## src/hdl/zpvf_pkg.sv

```systemverilog
// ----------------------------------------------------------------------------
// zpvf_pkg: shared definitions of the zeroed pressure and venturi flow core
// Field widths, sample counts, codes and the accumulator event record.
// ----------------------------------------------------------------------------
package zpvf_pkg;

  // sensor channels and sample counts
  localparam int NUM_CHANNELS = 3;
  localparam int CAL_SAMPLES  = 4;
  localparam int MEAS_SAMPLES = 2;
  localparam int CAL_SHIFT    = $clog2(CAL_SAMPLES);
  localparam int MEAS_SHIFT   = $clog2(MEAS_SAMPLES);

  // field widths
  localparam int OP_W      = 1;
  localparam int CH_W      = 2;
  localparam int ADC_W     = 10;
  localparam int KIND_W    = 1;
  localparam int ZERO_W    = 12;
  localparam int P_W       = 14;
  localparam int FLOW_W    = 17;
  localparam int GAIN_W    = 22;
  localparam int CAL_CNT_W  = 2;
  localparam int MEAS_CNT_W = 1;

  // bit-serial root and gain product
  localparam int MAG_W      = P_W - 1;
  localparam int ROOT_FRAC2 = 16;
  localparam int RAD_W      = 30;
  localparam int ROOT_W     = RAD_W / 2;
  localparam int ROOT_STEPS = ROOT_W;
  localparam int STEP_W     = $clog2(ROOT_STEPS);
  localparam int REM_W      = ROOT_W + 2;
  localparam int PROD_W     = GAIN_W + ROOT_W;

  // configuration port
  localparam int PADDR_W = 3;
  localparam int PDATA_W = 32;
  localparam logic [GAIN_W-1:0] GAIN_RESET = GAIN_W'(1573192);
  localparam logic REG_FLOW_GAIN = 1'b0;

  // flow saturation limits
  localparam logic [FLOW_W-1:0] FLOW_MAX = 17'h0FFFF;
  localparam logic [FLOW_W-1:0] FLOW_MIN = 17'h10000;

  // codes
  localparam logic [OP_W-1:0]   OP_CAL    = 1'b0;
  localparam logic [OP_W-1:0]   OP_MEAS   = 1'b1;
  localparam logic [KIND_W-1:0] KIND_ZERO = 1'b0;
  localparam logic [KIND_W-1:0] KIND_MEAS = 1'b1;

  // what an accepted item leaves behind
  typedef struct packed {
    logic                  fire;
    logic                  root;
    logic [KIND_W-1:0]     kind;
    logic [CH_W-1:0]       ch;
    logic [ZERO_W-1:0]     zero;
    logic signed [P_W-1:0] pressure;
  } evt_t;

endpackage

```

## src/hdl/zpvf_if.sv

```systemverilog
// ----------------------------------------------------------------------------
// zpvf_if: item channels of the zeroed pressure and venturi flow core
// Sample channel and result channel, each with valid, ready and payload.
// ----------------------------------------------------------------------------
interface zpvf_in_if import zpvf_pkg::*; ();
  logic             valid;
  logic             ready;
  logic [OP_W-1:0]  opcode;
  logic [CH_W-1:0]  channel;
  logic [ADC_W-1:0] adc_sample;

  modport source (output valid, opcode, channel, adc_sample, input ready);
  modport sink   (input valid, opcode, channel, adc_sample, output ready);
endinterface

interface zpvf_out_if import zpvf_pkg::*; ();
  logic                     valid;
  logic                     ready;
  logic [KIND_W-1:0]        kind;
  logic [CH_W-1:0]          out_channel;
  logic [ZERO_W-1:0]        zero_level;
  logic signed [P_W-1:0]    pressure;
  logic signed [FLOW_W-1:0] flow;

  modport source (output valid, kind, out_channel, zero_level, pressure, flow,
                  input ready);
  modport sink   (input valid, kind, out_channel, zero_level, pressure, flow,
                  output ready);
endinterface

```

## src/hdl/zpvf_apb_regs.sv

```systemverilog
// ----------------------------------------------------------------------------
// zpvf_apb_regs: configuration register file
// Holds the venturi flow gain, written and read over an APB-style port.
// ----------------------------------------------------------------------------
module zpvf_apb_regs import zpvf_pkg::*; (
  input  logic               clk,
  input  logic               rst,
  input  logic               psel,
  input  logic               penable,
  input  logic               pwrite,
  input  logic [PADDR_W-1:0] paddr,
  input  logic [PDATA_W-1:0] pwdata,
  output logic [PDATA_W-1:0] prdata,
  output logic               pready,
  output logic [GAIN_W-1:0]  flow_gain
);

  logic wr_en;

  // access phase write to the gain word
  assign pready = 1'b1;
  assign wr_en  = psel & penable & pwrite & (paddr[PADDR_W-1] == REG_FLOW_GAIN);

  always_ff @(posedge clk) begin
    if (rst) begin
      flow_gain <= GAIN_RESET;
    end else if (wr_en) begin
      flow_gain <= pwdata[GAIN_W-1:0];
    end
  end

  // read back
  always_comb begin
    prdata = '0;
    if (paddr[PADDR_W-1] == REG_FLOW_GAIN) begin
      prdata = PDATA_W'(flow_gain);
    end
  end

endmodule

```

## src/hdl/zpvf_accum.sv

```systemverilog
// ----------------------------------------------------------------------------
// zpvf_accum: per-channel calibration and measurement accumulators
// Sums samples per channel, stores zero levels and flags finished averages.
// ----------------------------------------------------------------------------
module zpvf_accum import zpvf_pkg::*; (
  input  logic             clk,
  input  logic             rst,
  input  logic             accept,
  input  logic [OP_W-1:0]  opcode,
  input  logic [CH_W-1:0]  channel,
  input  logic [ADC_W-1:0] adc_sample,
  output evt_t             evt
);

  logic [ZERO_W-1:0]     zero_store [NUM_CHANNELS];
  logic [ZERO_W-1:0]     cal_accum  [NUM_CHANNELS];
  logic [CAL_CNT_W-1:0]  cal_count  [NUM_CHANNELS];
  logic signed [P_W-1:0] meas_accum [NUM_CHANNELS];
  logic [MEAS_CNT_W-1:0] meas_count [NUM_CHANNELS];

  logic                  ch_ok;
  logic [CH_W-1:0]       idx;
  logic [ZERO_W-1:0]     cal_sum;
  logic [ZERO_W+1:0]     cal_x4;
  logic [ZERO_W-1:0]     zero_new;
  logic signed [P_W-1:0] offset;
  logic signed [P_W-1:0] meas_sum;
  logic signed [P_W:0]   meas_x2;
  logic signed [P_W:0]   meas_bias;
  logic signed [P_W:0]   meas_avg;
  logic                  cal_last;
  logic                  meas_last;

  // sums and averages for the addressed channel
  always_comb begin
    ch_ok     = channel < CH_W'(NUM_CHANNELS);
    idx       = ch_ok ? channel : '0;
    cal_sum   = cal_accum[idx] + ZERO_W'(adc_sample);
    cal_x4    = {cal_sum, 2'b00};
    zero_new  = ZERO_W'(cal_x4 >> CAL_SHIFT);
    offset    = $signed({2'b00, adc_sample, 2'b00}) - $signed({2'b00, zero_store[idx]});
    meas_sum  = meas_accum[idx] + offset;
    meas_x2   = {meas_sum, 1'b0};
    meas_bias = meas_x2 + (meas_sum[P_W-1] ? (P_W+1)'((1 << MEAS_SHIFT) - 1) : '0);
    meas_avg  = meas_bias >>> MEAS_SHIFT;
    cal_last  = cal_count[idx] == CAL_CNT_W'(CAL_SAMPLES - 1);
    meas_last = meas_count[idx] == MEAS_CNT_W'(MEAS_SAMPLES - 1);
  end

  // event for the item at the port
  always_comb begin
    evt.fire     = ch_ok && ((opcode == OP_CAL) ? cal_last : meas_last);
    evt.root     = ch_ok && (opcode == OP_MEAS) && meas_last && (channel != '0);
    evt.kind     = (opcode == OP_CAL) ? KIND_ZERO : KIND_MEAS;
    evt.ch       = idx;
    evt.zero     = (opcode == OP_CAL) ? zero_new : zero_store[idx];
    evt.pressure = (opcode == OP_CAL) ? '0 : meas_avg[P_W-1:0];
  end

  // state update on an accepted item
  always_ff @(posedge clk) begin
    if (rst) begin
      for (int i = 0; i < NUM_CHANNELS; i++) begin
        zero_store[i] <= '0;
        cal_accum[i]  <= '0;
        cal_count[i]  <= '0;
        meas_accum[i] <= '0;
        meas_count[i] <= '0;
      end
    end else if (accept && ch_ok) begin
      if (opcode == OP_CAL) begin
        if (cal_last) begin
          zero_store[idx] <= zero_new;
          cal_accum[idx]  <= '0;
          cal_count[idx]  <= '0;
        end else begin
          cal_accum[idx]  <= cal_sum;
          cal_count[idx]  <= cal_count[idx] + 1'b1;
        end
      end else begin
        if (meas_last) begin
          meas_accum[idx] <= '0;
          meas_count[idx] <= '0;
        end else begin
          meas_accum[idx] <= meas_sum;
          meas_count[idx] <= meas_count[idx] + 1'b1;
        end
      end
    end
  end

endmodule

```

## src/hdl/zpvf_root_flow.sv

```systemverilog
// ----------------------------------------------------------------------------
// zpvf_root_flow: bit-serial square root with serial gain product
// One root bit per cycle; each bit shifts and adds the gain into the product.
// ----------------------------------------------------------------------------
module zpvf_root_flow import zpvf_pkg::*; (
  input  logic                     clk,
  input  logic                     rst,
  input  logic                     start,
  input  logic [MAG_W-1:0]         mag,
  input  logic                     neg,
  input  logic [GAIN_W-1:0]        flow_gain,
  output logic                     done,
  output logic signed [FLOW_W-1:0] flow
);

  logic [RAD_W-1:0]  rad;
  logic [REM_W-1:0]  rem;
  logic [ROOT_W-1:0] root;
  logic [PROD_W-1:0] prod;
  logic [STEP_W-1:0] step;
  logic              busy;
  logic              sign;

  logic [REM_W+1:0]  rem_sh;
  logic [REM_W+1:0]  trial;
  logic [REM_W+1:0]  diff;
  logic              ge;
  logic [REM_W-1:0]  rem_next;
  logic [PROD_W-1:0] prod_next;
  logic [FLOW_W-1:0] m;

  // one restoring root step, the new bit also feeds the product
  always_comb begin
    rem_sh    = {rem, rad[RAD_W-1 -: 2]};
    trial     = {{(REM_W - ROOT_W){1'b0}}, root, 2'b01};
    diff      = rem_sh - trial;
    ge        = rem_sh >= trial;
    rem_next  = ge ? diff[REM_W-1:0] : rem_sh[REM_W-1:0];
    prod_next = {prod[PROD_W-2:0], 1'b0} + (ge ? PROD_W'(flow_gain) : '0);
  end

  always_ff @(posedge clk) begin
    if (rst) begin
      busy <= 1'b0;
      done <= 1'b0;
    end else begin
      done <= 1'b0;
      if (start) begin
        busy <= 1'b1;
      end else if (busy && step == STEP_W'(ROOT_STEPS - 1)) begin
        busy <= 1'b0;
        done <= 1'b1;
      end
    end
  end

  // datapath shift registers
  always_ff @(posedge clk) begin
    if (start) begin
      rad  <= {{(RAD_W - MAG_W - ROOT_FRAC2){1'b0}}, mag, {ROOT_FRAC2{1'b0}}};
      rem  <= '0;
      root <= '0;
      prod <= '0;
      step <= '0;
      sign <= neg;
    end else if (busy) begin
      rad  <= {rad[RAD_W-3:0], 2'b00};
      rem  <= rem_next;
      root <= {root[ROOT_W-2:0], ge};
      prod <= prod_next;
      step <= step + 1'b1;
    end
  end

  // scale to 1/16 mL/s, apply sign and saturate
  always_comb begin
    m = prod[PROD_W-1 -: FLOW_W];
    if (sign) begin
      flow = (m > FLOW_MIN) ? $signed(FLOW_MIN) : $signed(~m + 1'b1);
    end else begin
      flow = m[FLOW_W-1] ? $signed(FLOW_MAX) : $signed(m);
    end
  end

endmodule

```

## src/hdl/zeroed_pressure_venturi_flow_core.sv

```systemverilog
// ----------------------------------------------------------------------------
// zeroed_pressure_venturi_flow_core: zeroed pressure and venturi flow readout
// Calibrates sensor zeros, averages zeroed pressures and derives signed flow.
// ----------------------------------------------------------------------------
// An item that finishes no average leaves the input ready, so the next item
// can follow in the next cycle. A calibration item that stores a zero, and a
// measurement item that finishes an average on the patient channel, park
// their result in a one-entry holding stage that blocks the input until the
// result moves on, which waits while the output register is still held. A
// measurement item that completes an average on the inflow or outflow
// channel runs the bit-serial square root, one root bit and one shift-add of
// the gain product per cycle. Its result goes through the holding stage to
// the output register, and the input stays blocked while the root runs and
// while the result sits in the holding stage. One further result can wait
// in the holding stage while a result waits in the output register.
// ----------------------------------------------------------------------------
module zeroed_pressure_venturi_flow_core import zpvf_pkg::*; (
  input  logic               clk,
  input  logic               rst,
  zpvf_in_if.sink            sample,
  zpvf_out_if.source         result,
  input  logic               psel,
  input  logic               penable,
  input  logic               pwrite,
  input  logic [PADDR_W-1:0] paddr,
  input  logic [PDATA_W-1:0] pwdata,
  output logic [PDATA_W-1:0] prdata,
  output logic               pready
);

  typedef enum logic [1:0] {
    ST_IDLE = 2'b01,
    ST_ROOT = 2'b10
  } state_t;

  state_t st;
  state_t st_next;

  logic [GAIN_W-1:0]        flow_gain;
  evt_t                     evt;
  logic                     accept;
  logic                     root_start;
  logic                     root_done;
  logic signed [FLOW_W-1:0] root_flow;
  logic signed [P_W-1:0]    p_abs;
  logic                     out_free;

  // holding stage
  logic                     pend_valid;
  logic [KIND_W-1:0]        pend_kind;
  logic [CH_W-1:0]          pend_ch;
  logic [ZERO_W-1:0]        pend_zero;
  logic signed [P_W-1:0]    pend_pressure;
  logic signed [FLOW_W-1:0] pend_flow;

  // output register
  logic                     out_valid;
  logic [KIND_W-1:0]        out_kind;
  logic [CH_W-1:0]          out_ch;
  logic [ZERO_W-1:0]        out_zero;
  logic signed [P_W-1:0]    out_pressure;
  logic signed [FLOW_W-1:0] out_flow;

  zpvf_apb_regs u_regs (
    .clk       (clk),
    .rst       (rst),
    .psel      (psel),
    .penable   (penable),
    .pwrite    (pwrite),
    .paddr     (paddr),
    .pwdata    (pwdata),
    .prdata    (prdata),
    .pready    (pready),
    .flow_gain (flow_gain)
  );

  zpvf_accum u_accum (
    .clk        (clk),
    .rst        (rst),
    .accept     (accept),
    .opcode     (sample.opcode),
    .channel    (sample.channel),
    .adc_sample (sample.adc_sample),
    .evt        (evt)
  );

  // pressure magnitude for the root unit
  assign p_abs = evt.pressure[P_W-1] ? -evt.pressure : evt.pressure;

  zpvf_root_flow u_root (
    .clk       (clk),
    .rst       (rst),
    .start     (root_start),
    .mag       (p_abs[MAG_W-1:0]),
    .neg       (evt.pressure[P_W-1]),
    .flow_gain (flow_gain),
    .done      (root_done),
    .flow      (root_flow)
  );

  // handshakes
  assign sample.ready = (st == ST_IDLE) && !pend_valid;
  assign accept       = sample.valid && sample.ready;
  assign root_start   = accept && evt.root;
  assign out_free     = !out_valid || result.ready;

  // sequencer
  always_comb begin
    st_next = st;
    case (st)
      ST_IDLE: begin
        if (root_start) st_next = ST_ROOT;
      end
      ST_ROOT: begin
        if (root_done) st_next = ST_IDLE;
      end
      default: st_next = ST_IDLE;
    endcase
  end

  always_ff @(posedge clk) begin
    if (rst) begin
      st         <= ST_IDLE;
      pend_valid <= 1'b0;
      out_valid  <= 1'b0;
    end else begin
      st <= st_next;
      if ((accept && evt.fire && !evt.root) || root_done) begin
        pend_valid <= 1'b1;
      end else if (pend_valid && out_free) begin
        pend_valid <= 1'b0;
      end
      if (out_free) begin
        out_valid <= pend_valid;
      end
    end
  end

  // holding stage payload
  always_ff @(posedge clk) begin
    if (accept && evt.fire) begin
      pend_kind     <= evt.kind;
      pend_ch       <= evt.ch;
      pend_zero     <= evt.zero;
      pend_pressure <= evt.pressure;
      pend_flow     <= '0;
    end else if (root_done) begin
      pend_flow     <= root_flow;
    end
  end

  // output register payload
  always_ff @(posedge clk) begin
    if (pend_valid && out_free) begin
      out_kind     <= pend_kind;
      out_ch       <= pend_ch;
      out_zero     <= pend_zero;
      out_pressure <= pend_pressure;
      out_flow     <= pend_flow;
    end
  end

  assign result.valid       = out_valid;
  assign result.kind        = out_kind;
  assign result.out_channel = out_ch;
  assign result.zero_level  = out_zero;
  assign result.pressure    = out_pressure;
  assign result.flow        = out_flow;

  // the holding stage is empty whenever the root unit runs
  a_root_no_pend: assert property (@(posedge clk) disable iff (rst)
    !(st == ST_ROOT && pend_valid))
    else $error("holding stage occupied during root run");

  // the root unit finishes only while the sequencer waits on it
  a_done_in_root: assert property (@(posedge clk) disable iff (rst)
    root_done |-> st == ST_ROOT)
    else $error("root finished outside root state");

  // a flow average always starts the root run
  a_start_root: assert property (@(posedge clk) disable iff (rst)
    root_start |=> st == ST_ROOT)
    else $error("root run not entered");

  // zero level items carry no pressure and no flow
  a_zero_no_flow: assert property (@(posedge clk) disable iff (rst)
    (out_valid && out_kind == KIND_ZERO) |-> (out_flow == '0 && out_pressure == '0))
    else $error("zero level item with pressure or flow");

endmodule
```

## src/flat_wrapper.sv

```systemverilog
// flat-port wrapper written by rule: the top's interface ports become plain ports
module zeroed_pressure_venturi_flow_core_flat import zpvf_pkg::*;
  (clk, rst, psel, penable, pwrite, paddr, pwdata, prdata, pready, sample_valid, sample_opcode, sample_channel, sample_adc_sample, sample_ready, result_valid, result_kind, result_out_channel, result_zero_level, result_pressure, result_flow, result_ready);
  zpvf_in_if sample_i ();
  zpvf_out_if result_i ();
  input  logic clk;
  input  logic rst;
  input  logic psel;
  input  logic penable;
  input  logic pwrite;
  input  logic [PADDR_W-1:0] paddr;
  input  logic [PDATA_W-1:0] pwdata;
  output logic [PDATA_W-1:0] prdata;
  output logic pready;
  input wire logic [$bits(sample_i.valid)-1:0] sample_valid;
  input wire logic [$bits(sample_i.opcode)-1:0] sample_opcode;
  input wire logic [$bits(sample_i.channel)-1:0] sample_channel;
  input wire logic [$bits(sample_i.adc_sample)-1:0] sample_adc_sample;
  output wire logic [$bits(sample_i.ready)-1:0] sample_ready;
  output wire logic [$bits(result_i.valid)-1:0] result_valid;
  output wire logic [$bits(result_i.kind)-1:0] result_kind;
  output wire logic [$bits(result_i.out_channel)-1:0] result_out_channel;
  output wire logic [$bits(result_i.zero_level)-1:0] result_zero_level;
  output wire logic [$bits(result_i.pressure)-1:0] result_pressure;
  output wire logic [$bits(result_i.flow)-1:0] result_flow;
  input wire logic [$bits(result_i.ready)-1:0] result_ready;
  assign sample_i.valid = sample_valid;
  assign sample_i.opcode = sample_opcode;
  assign sample_i.channel = sample_channel;
  assign sample_i.adc_sample = sample_adc_sample;
  assign sample_ready = sample_i.ready;
  assign result_valid = result_i.valid;
  assign result_kind = result_i.kind;
  assign result_out_channel = result_i.out_channel;
  assign result_zero_level = result_i.zero_level;
  assign result_pressure = result_i.pressure;
  assign result_flow = result_i.flow;
  assign result_i.ready = result_ready;
  zeroed_pressure_venturi_flow_core u_core (.clk(clk), .rst(rst), .sample(sample_i), .result(result_i), .psel(psel), .penable(penable), .pwrite(pwrite), .paddr(paddr), .pwdata(pwdata), .prdata(prdata), .pready(pready));
endmodule
```

## config.mk

```make
export PLATFORM = sky130hd
export DESIGN_NAME = zeroed_pressure_venturi_flow_core_flat
export DESIGN_NICKNAME = d
export VERILOG_FILES = /design/src/hdl/zpvf_pkg.sv /design/src/hdl/zpvf_if.sv /design/src/hdl/zpvf_apb_regs.sv /design/src/hdl/zpvf_accum.sv /design/src/hdl/zpvf_root_flow.sv /design/src/hdl/zeroed_pressure_venturi_flow_core.sv /design/src/flat_wrapper.sv
export SDC_FILE = /design/constraint.sdc
export NUM_CORES = 1
export LEC_CHECK = 0
export ABC_CLOCK_PERIOD_IN_PS = 5800
export BUFFER_PORTS_ARGS = -buffer_cell sky130_fd_sc_hd__buf_2
export CAP_MARGIN = 20
export CORE_MARGIN = 2
export CORE_UTILIZATION = 35
export DETAILED_ROUTE_END_ITERATION = 6
export PLACE_DENSITY = 0.64
export SETUP_SLACK_MARGIN = 0.02
export SYNTH_ARGS = -nofsm -noshare
export SYNTH_HDL_FRONTEND = slang
export SYNTH_SLANG_ARGS = --single-unit
```

## constraint.sdc

```tcl
create_clock -name clk -period 5.8 [get_ports clk]
set_input_delay 0.29 -clock clk [delete_from_list [all_inputs] [get_ports clk]]
set_output_delay 0.29 -clock clk [all_outputs]
set_load 0.03 [all_outputs]
```

==> results of run 1 <==
area by class of cell:
class | instances | area (um2) | share of cell area (%)
clock buffer | 48 | 1070 | 4.96
multi-input combinational | 1174 | 8030 | 37.1
clock inverter | 29 | 344 | 1.59
inverter | 90 | 338 | 1.56
tap | 688 | 861 | 3.98
timing repair buffer | 165 | 1020 | 4.72
sequential | 372 | 9980 | 46.1
flip-flops by register name (all words and copies together) (netlist names), 4 cells and up:
signal,flops
u_core.pend_flow,17
u_core.u_root.step,4
u_core.pend_pressure,14
u_core.u_accum.cal_count,8
u_core.result.flow,17
u_core.u_accum.cal_accum,48
u_core.u_accum.meas_accum,56
u_core.u_regs.flow_gain,22
u_core.result.pressure,14
u_core.result.zero_level,12
u_core.u_accum.zero_store,48
u_core.pend_zero,12
u_core.u_accum.meas_count,4
u_core.u_root.prod,37
u_core.u_root.root,15
u_core.u_root.rad,14
u_core.u_root.rem,17
power groups by stage:
| stage | Clock [mW] | Combinational, mW | Sequential [mW] |
|---|---|---|---|
| 2_1_floorplan | 0 | 2.40 | 3.38 |
| 3_3_place_gp | 0 | 3.01 | 3.47 |
| 3_5_place_dp | 0 | 3.08 | 3.48 |
| 4_1_cts | 2.82 | 3.12 | 3.43 |
| 5_1_grt | 2.90 | 3.54 | 3.47 |
| 6_report | 2.75 | 3.14 | 3.43 |
Yosys cell counts (9+ instances only):
cell,instances
sky130_fd_sc_hd__o21bai_1,12
sky130_fd_sc_hd__mux2i_1,45
sky130_fd_sc_hd__nand3b_1,13
sky130_fd_sc_hd__nor2_1,232
sky130_fd_sc_hd__or3_1,13
sky130_fd_sc_hd__nand4_1,11
sky130_fd_sc_hd__inv_1,89
sky130_fd_sc_hd__nor3_1,64
sky130_fd_sc_hd__nand2_1,108
sky130_fd_sc_hd__clkbuf_1,76
sky130_fd_sc_hd__ha_1,77
sky130_fd_sc_hd__mux4_2,36
sky130_fd_sc_hd__and2_1,27
sky130_fd_sc_hd__buf_1,9
sky130_fd_sc_hd__edfxtp_1,253
sky130_fd_sc_hd__nand2b_1,20
sky130_fd_sc_hd__nor3b_1,13
sky130_fd_sc_hd__and3_1,11
sky130_fd_sc_hd__a211oi_1,17
sky130_fd_sc_hd__a21o_1,25
sky130_fd_sc_hd__a21oi_1,107
sky130_fd_sc_hd__buf_4,11
sky130_fd_sc_hd__dfxtp_1,119
sky130_fd_sc_hd__o21ai_0,88
sky130_fd_sc_hd__nand3_1,27
sky130_fd_sc_hd__xor2_1,46
sky130_fd_sc_hd__xnor2_1,42
sky130_fd_sc_hd__nor2b_1,34
what timing repair did:
action / CTS / global route
setup buffers: 0 / 2
resized for setup: 0 / 1
hold buffers: 22 / 0
endpoints found under the setup margin: 0 / 11
hold endpoints to repair: 22 / 0
metal layers:
layer,wire length (um),track usage [%]
met5,0,0
met4,1620,6.29
met3,2080,2.92
met2,22200,28.0
met1,18900,19.4
worst max-delay path: cells and delay by family, from the launching register on:
| kind | cells | cell delay [ns] |
|---|---|---|
| flip-flops | 1 | 0.35 |
| adder cells (fa/ha/maj) | 3 | 0.94 |
| XOR/XNOR | 1 | 0.17 |
| AO/OA/AOI/OAI | 17 | 3.09 |
| buffers and inverters | 3 | 0.38 |
| AND/OR/NAND/NOR | 1 | 0.15 |
cells by family (layout without fill, tap and decap cells):
| family | after synthesis | count (layout) | share of synthesized area, % |
|---|---|---|---|
| muxes | 87 | 87 | 7.43 |
| adders and majority gates | 82 | 82 | 5.59 |
| other | 2 | 11 | 0.0402 |
| DFF | 372 | 372 | 53.4 |
| buffers and inverters | 188 | 332 | 4.07 |
| and+or+nand+nor | 589 | 589 | 14.9 |
| AOI/OAI and AO/OA | 316 | 316 | 10.4 |
| xor gates and xnor gates | 89 | 89 | 4.26 |
cells in the final DEF (no fill, tap or decap), types with 12 or more instances in the layout:
| cell | count |
|---|---|
| sky130_fd_sc_hd__nand3_1 | 27 |
| sky130_fd_sc_hd__xnor2_1 | 42 |
| sky130_fd_sc_hd__a21oi_1 | 107 |
| sky130_fd_sc_hd__mux4_2 | 36 |
| sky130_fd_sc_hd__nand2b_1 | 20 |
| sky130_fd_sc_hd__buf_4 | 30 |
| sky130_fd_sc_hd__xor2_1 | 46 |
| sky130_fd_sc_hd__clkbuf_16 | 42 |
| sky130_fd_sc_hd__edfxtp_1 | 253 |
| sky130_fd_sc_hd__o21bai_1 | 12 |
| sky130_fd_sc_hd__nor2b_1 | 33 |
| sky130_fd_sc_hd__a21o_1 | 25 |
| sky130_fd_sc_hd__dfxtp_1 | 118 |
| sky130_fd_sc_hd__inv_1 | 89 |
| sky130_fd_sc_hd__buf_2 | 112 |
| sky130_fd_sc_hd__dlygate4sd3_1 | 22 |
| sky130_fd_sc_hd__nand3b_1 | 13 |
| sky130_fd_sc_hd__nand2_1 | 108 |
| sky130_fd_sc_hd__mux2i_1 | 45 |
| sky130_fd_sc_hd__ha_1 | 75 |
| sky130_fd_sc_hd__nor3_1 | 64 |
| sky130_fd_sc_hd__or3_1 | 13 |
| sky130_fd_sc_hd__nor3b_1 | 13 |
| sky130_fd_sc_hd__a211oi_1 | 17 |
| sky130_fd_sc_hd__nor2_1 | 230 |
| sky130_fd_sc_hd__and2_1 | 27 |
| sky130_fd_sc_hd__o21ai_0 | 87 |
path summary, 6_finish.rpt:
kind                                                         to  slack [ns]  depth (start not counted)
worst max register to register           u_core.u_root.prod[29]        0.57                         25
worst max-delay path                     u_core.u_root.prod[29]        0.57                         25
worst min-delay path            u_core.u_accum.zero_store[3][0]        0.21                          2
worst min register to register               u_core.result.kind        0.40                          0
through the flow:
stage,setup slack (ns),std cells
3_3_place_gp,0.317,2464
2_1_floorplan,0.289,1734
3_5_place_dp,0.213,2464
6_report,0.575,2566
4_1_cts,0.320,2563
5_1_grt,0.0961,2566
==> summary.md, run 1 <==
| Metric | Value |
|---|---|
| Gate Count Post-Synth | 1725 |
| Final clock skew | 0.0403 ns |
| Proportion of register bits with asynchronous set or reset after synthesis | 0% |
| Level count of the clock H-tree | 2 |
| Run status | finished, final reports clean |
| Pre-antenna DRT Iters | 5 |
| Unrepaired setup endpoints after global routing | no |
| Reported leakage power | 8.46 nW |
| Maximum single-stage delay on the critical path | 0.42 ns |
| Clock tree buffer depth | 3 |
| Share of cells above drive strength 1 | 14.3% |
| Final design utilization | 41.1% |
| Highest clock rate | 191 MHz |
| Number of max-capacitance violations reported | 0 |
| Worst hold slack across all endpoints | 0.210 ns |
| CP endpoint kind | flop |
| Area of the mapped netlist | 18700 um2 |
| Half-perimeter wire length after detailed placement | 30300 um |
| Setup Viol. Count Final | 0 |
| Class of the tightest hold or removal check | in -> reg |
| Antenna violations before repair | 0 |
| Placed instance area | 20000 um2 |
| Peak supply drop | 239 uV |
| Height of the chip | 235 um |
| Count of pins over their slew limit | 0 |
| Total Negative Setup Slacks | 0 ns |
| Rel. slew slack | 32.9% |
| CP Max Fanout | 6 |
| Yosys warns | 0 |
| Final Hold Viols | 0 |
| Power Total | 9.32 mW |
| Buffer type at the clock tree root | sky130_fd_sc_hd__clkbuf_16 |
| Final design instance area without fill | 21600 um2 |
| Largest net degree at the start of global routing | 77 |
| Launching point of the worst reg2reg path | u_core.u_root.root[0] |
| Drt wl/cell | 17.4 um |
| Power density relative to cell area | 430 nW/um2 |
| Internal power contribution | 6.09 mW |
| Layout overhead on the synthesized area | 15.8% |
| 1st-iter DRT viols | 969 |
| Boundary Pins | 136 |
| Critical path data required time | 6.24 ns |
| Relative contribution of the clock network to total power | 29.5% |
| Sequential Power Share | 36.8% |
| Number of nets in the final layout | 1980 |
| Initial core utilization | 35.5% |
| Number of clock buffers inserted by TritonCTS | 42 |
| Number of flops mapped to enable cells by yosys | 253 |
| Total global routing overflow | 0 |
| Fraction of the yosys area taken by sequential cells | 53.4% |
| Leading area contributor after synthesis | sky130_fd_sc_hd__edfxtp_1 |
| Top-area cell type share of the netlist area | 40.6% |
| Horizontal die dimension | 235 um |
| Slew at the pin closest to its max-slew limit | 1.01 ns |
| Fill cell total of the finished layout | 4985 |
| Global-route wire length before repair | 71100 um |
| Number of synthesized register bits | 372 |
| Via total after detailed routing | 13200 |
| CORE AREA | 52700 um2 |
| RD Place Congestion | 0.892 |
| Antenna fix cells | 0 |
| Clock tree from TritonCTS | yes |
| Total Die Area | 55300 um2 |
| Net Sw Frac | 34.6% |
| Psw | 3.22 mW |
| Vias per cell | 5.14 |
| Share of the cycle needed by the critical path after routing | 90.1% |
| Logic pwr share | 33.7% |
| Antenna Violating Nets Remaining | 0 |
| Port bufs | 112 |
| Element type at the critical path start | flop |
| Most used DFF post-synth | sky130_fd_sc_hd__edfxtp_1 |
| Synthesized area per cell | 10.8 um2 |
| Total GRT Usage | 16.0% |
| Final critical path time including I/O delays and setup | 5.23 ns |
| Clock Latency Late Sink | 0.59 ns |
| Crit path max-delay cell type | sky130_fd_sc_hd__fa_1 |
| Via count of the first global-routing pass | 13300 |
| Category of the critical setup timing path | reg -> reg |
| Detailed-route wire length | 44800 um |
| Worst Path Arrival | 5.67 ns |
| Startpoint of the worst setup timing path | u_core.u_root.root[0] |
| Hold Startpoint | sample_adc_sample[0] |
| Leading cell types by total area after synthesis | sky130_fd_sc_hd__edfxtp_1, sky130_fd_sc_hd__dfxtp_1, sky130_fd_sc_hd__ha_1 |
| Clock-pin slew reported for the worst setup and hold paths after clock tree synthesis | 0.06 ns |
| Clock Sinks | 372 |
| Cell Rows | 84 |
| Number of design rule violations left after detail routing | 0 |
| Synth unique cells | 72 |
Note: power is estimated with default switching activity, not from simulation.
==> inputs of run 2 (changes only) <==
Settings changed: CORE_ASPECT_RATIO set to 1.25.
==> run 2 against run 1 <==
Against the previous run: cell area fell by 0.11%; register-to-register slack got worse by 0.08 ns; setup slack got worse by 0.084 ns; hold slack got worse by 0.13 ns; critical path depth fell by 3; cell count fell by 0.43%; die area barely moved; non-clock buffer count rose by 8; fmax fell by 1.6%; combinational power rose by 1%; sequential cell count did not move; clock skew fell by 0.0084 ns.
==> summary.md, run 2 (synthesis gave the netlist of run 1 again) <==
| Metric | Value |
|---|---|
| Number of clock buffers inserted by TritonCTS | 40 (was 42) |
| Share of cells above drive strength 1 | 14.5% (was 14.3%) |
| Unrepaired setup endpoints after global routing | no (unchanged) |
| CP endpoint kind | flop (unchanged) |
| Share of the cycle needed by the critical path after routing | 91.5% (was 90.1%) |
| Final design instance area without fill | 21600 um2 (about the same) |
| Clock Latency Late Sink | 0.56 ns (was 0.59 ns) |
| Clock-pin slew reported for the worst setup and hold paths after clock tree synthesis | 0.06 ns (about the same) |
| CORE AREA | 52700 um2 (about the same) |
| Final Hold Viols | 0 (unchanged) |
| Via total after detailed routing | 13200 (about the same) |
| Antenna Violating Nets Remaining | 0 (unchanged) |
| Placed instance area | 20000 um2 (about the same) |
| Height of the chip | 262 um (was 235 um) |
| Drt wl/cell | 17.7 um (was 17.4 um) |
| Class of the tightest hold or removal check | in -> reg (unchanged) |
| Total Die Area | 55300 um2 (about the same) |
| Detailed-route wire length | 45100 um (was 44800 um) |
| Crit path max-delay cell type | sky130_fd_sc_hd__o41a_1 (was sky130_fd_sc_hd__fa_1) |
| Pre-antenna DRT Iters | 5 (unchanged) |
| Vias per cell | 5.18 (was 5.14) |
| Number of nets in the final layout | 1986 (was 1980) |
| Cell family with the largest share of critical-path delay | compound AO/OA/AOI/OAI gates (unchanged) |
| Highest clock rate | 188 MHz (was 191 MHz) |
| Buffer type at the clock tree root | sky130_fd_sc_hd__clkbuf_16 (unchanged) |
| Total global routing overflow | 0 (unchanged) |
| CP Max Fanout | 9 (was 6) |
| Final clock skew | 0.0319 ns (was 0.0403 ns) |
| Initial core utilization | 35.5% (about the same) |
| Global-route wire length before repair | 71200 um (was 71100 um) |
| Final design utilization | 41.0% (was 41.1%) |
| Clock Sinks | 372 (unchanged) |
| Total Negative Setup Slacks | 0 ns (unchanged) |
| Via count of the first global-routing pass | 13500 (was 13300) |
| Half-perimeter wire length after detailed placement | 31600 um (was 30300 um) |
| Reported leakage power | 8.47 nW (was 8.46 nW) |
| Critical path data required time | 6.20 ns (was 6.24 ns) |
| Number of max-capacitance violations reported | 0 (unchanged) |
| Port bufs | 112 (unchanged) |
| Worst Path Arrival | 5.71 ns (was 5.67 ns) |
| Number of buffers and inverters on the critical path | 1 (was 3) |
| Antenna violations before repair | 2 (was 0) |
| Most common library cell in the layout ignoring fill and taps | sky130_fd_sc_hd__edfxtp_1 (unchanged) |
| Layout overhead on the synthesized area | 15.7% (was 15.8%) |
| Cell Rows | 94 (was 84) |
| Boundary Pins | 136 (unchanged) |
| Count of pins over their slew limit | 0 (unchanged) |
| Number of flip-flops in the largest register | 56 (unchanged) |
| Rel. slew slack | 37.5% (was 32.9%) |
| 1st-iter DRT viols | 936 (was 969) |
| Commonest cells after routing, fill and taps aside | sky130_fd_sc_hd__edfxtp_1, sky130_fd_sc_hd__nor2_1, sky130_fd_sc_hd__dfxtp_1 (unchanged) |
| Power density relative to cell area | 428 nW/um2 (was 430 nW/um2) |
| Setup Viol. Count Final | 0 (unchanged) |
| Horizontal die dimension | 211 um (was 235 um) |
| Largest net degree at the start of global routing | 77 (unchanged) |
| Peak supply drop | 240 uV (was 239 uV) |
| Total GRT Usage | 16.1% (was 16.0%) |
| RD Place Congestion | 0.839 (was 0.892) |
| Slew at the pin closest to its max-slew limit | 0.938 ns (was 1.01 ns) |
| Run status | finished, final reports clean (unchanged) |
| Level count of the clock H-tree | 2 (unchanged) |
| Ordered list of cells on the worst path | inv_1, ha_1, o21a_1, o21a_1, o21ai_0, a21boi_0, o21ai_0, a31oi_1, o21ai_1, a31oi_4, and2_1, ha_1, a21o_1, a21oi_1, o21bai_1, a21o_1, a32o_1, o31a_1, o41a_1, nand4_1, xor2_1, a21oi_1 |
| Final critical path time including I/O delays and setup | 5.31 ns (was 5.23 ns) |
| Register bank with the most flops | u_core.u_accum.meas_accum (unchanged) |
| Element type at the critical path start | flop (unchanged) |
| Number of design rule violations left after detail routing | 0 (unchanged) |
| Maximum single-stage delay on the critical path | 0.49 ns (was 0.42 ns) |
| Largest registers ranked by flip-flop count | u_core.u_accum.meas_accum (56), u_core.u_accum.cal_accum (48), u_core.u_accum.zero_store (48) (unchanged) |
| Category of the critical setup timing path | reg -> reg (unchanged) |
| Clock tree from TritonCTS | yes (unchanged) |
| Clock tree buffer depth | 3 (unchanged) |
run 2: cell types whose count changed in the layout (fill, tap and decap cells not counted), sizes merged:
cell,before,now
clkinv,16,13
bufinv,6,5
clkinvlp,4,1
buf,143,151
diode,0,1
clkbuf,48,51
run 2: what timing repair did:
item	in CTS	in global routing
hold buffers	22	0
hold endpoints to repair	22	0
resized for setup	0	1
setup buffers	0	3
endpoints found under the setup margin	0	14
run 2: path summary, 6_finish.rpt:
path | start | end | depth (start not counted) | slack [ns]
max | u_core.u_root.root[0] | u_core.u_root.prod[34] | 22 | 0.49
min | result_ready | u_core.result.valid | 4 | 0.08
max reg2reg | u_core.u_root.root[0] | u_core.u_root.prod[34] | 22 | 0.49
min reg2reg | u_core.pend_pressure[5] | u_core.result.pressure[5] | 0 | 0.41
run 2: worst min-delay path, delay by kind of cell:
family | cells | cell delay [ns]
buffers and inverters | 1 | 0.08
and+or+nand+nor | 3 | 0.22
run 2: final cells by class:
class	count	area [um2]
flip-flops and latches	372	9980
inverters	90	338
multi-input cells	1174	8030
well taps	672	841
clock buffers	51	1070
fillers	5059	31100
diodes	1	2.50
repair buffers	173	1080
clock inverters	22	282
run 2: report_power, final:
| group | switching, mW | total (mW) | internal (mW) |
|---|---|---|---|
| registers | 0.273 | 3.43 | 3.16 |
| clock network | 1.08 | 2.63 | 1.55 |
| logic | 1.85 | 3.18 | 1.33 |
| total | 3.20 | 9.25 | 6.04 |
run 2: layer usage:
layer  wire length [um]  global-route usage (%)  part of all wire (%)  vias up
met3               1980                    2.43                   4.4       88
met5                 18                       0                 0.040        -
met2              23800                    30.3                    53      266
met1              17800                    18.1                    39     6472
met4               1490                    6.34                   3.3        4
li1                   -                       -                     -     6406
run 2: per-stage QoR:
| step | instances | power, mW | hold WS [ns] | setup WS (ns) |
|---|---|---|---|---|
| after floorplan | 1734 | 5.78 | 0.389 | 0.289 |
| after global routing | 2554 | 9.80 | 0.141 | 0.125 |
| final | 2555 | 9.25 | 0.0841 | 0.490 |
| after detailed placement | 2456 | 6.60 | 0.405 | 0.231 |
| after CTS | 2551 | 9.27 | 0.0601 | 0.234 |
| after global placement | 2455 | 6.52 | 0.401 | 0.297 |
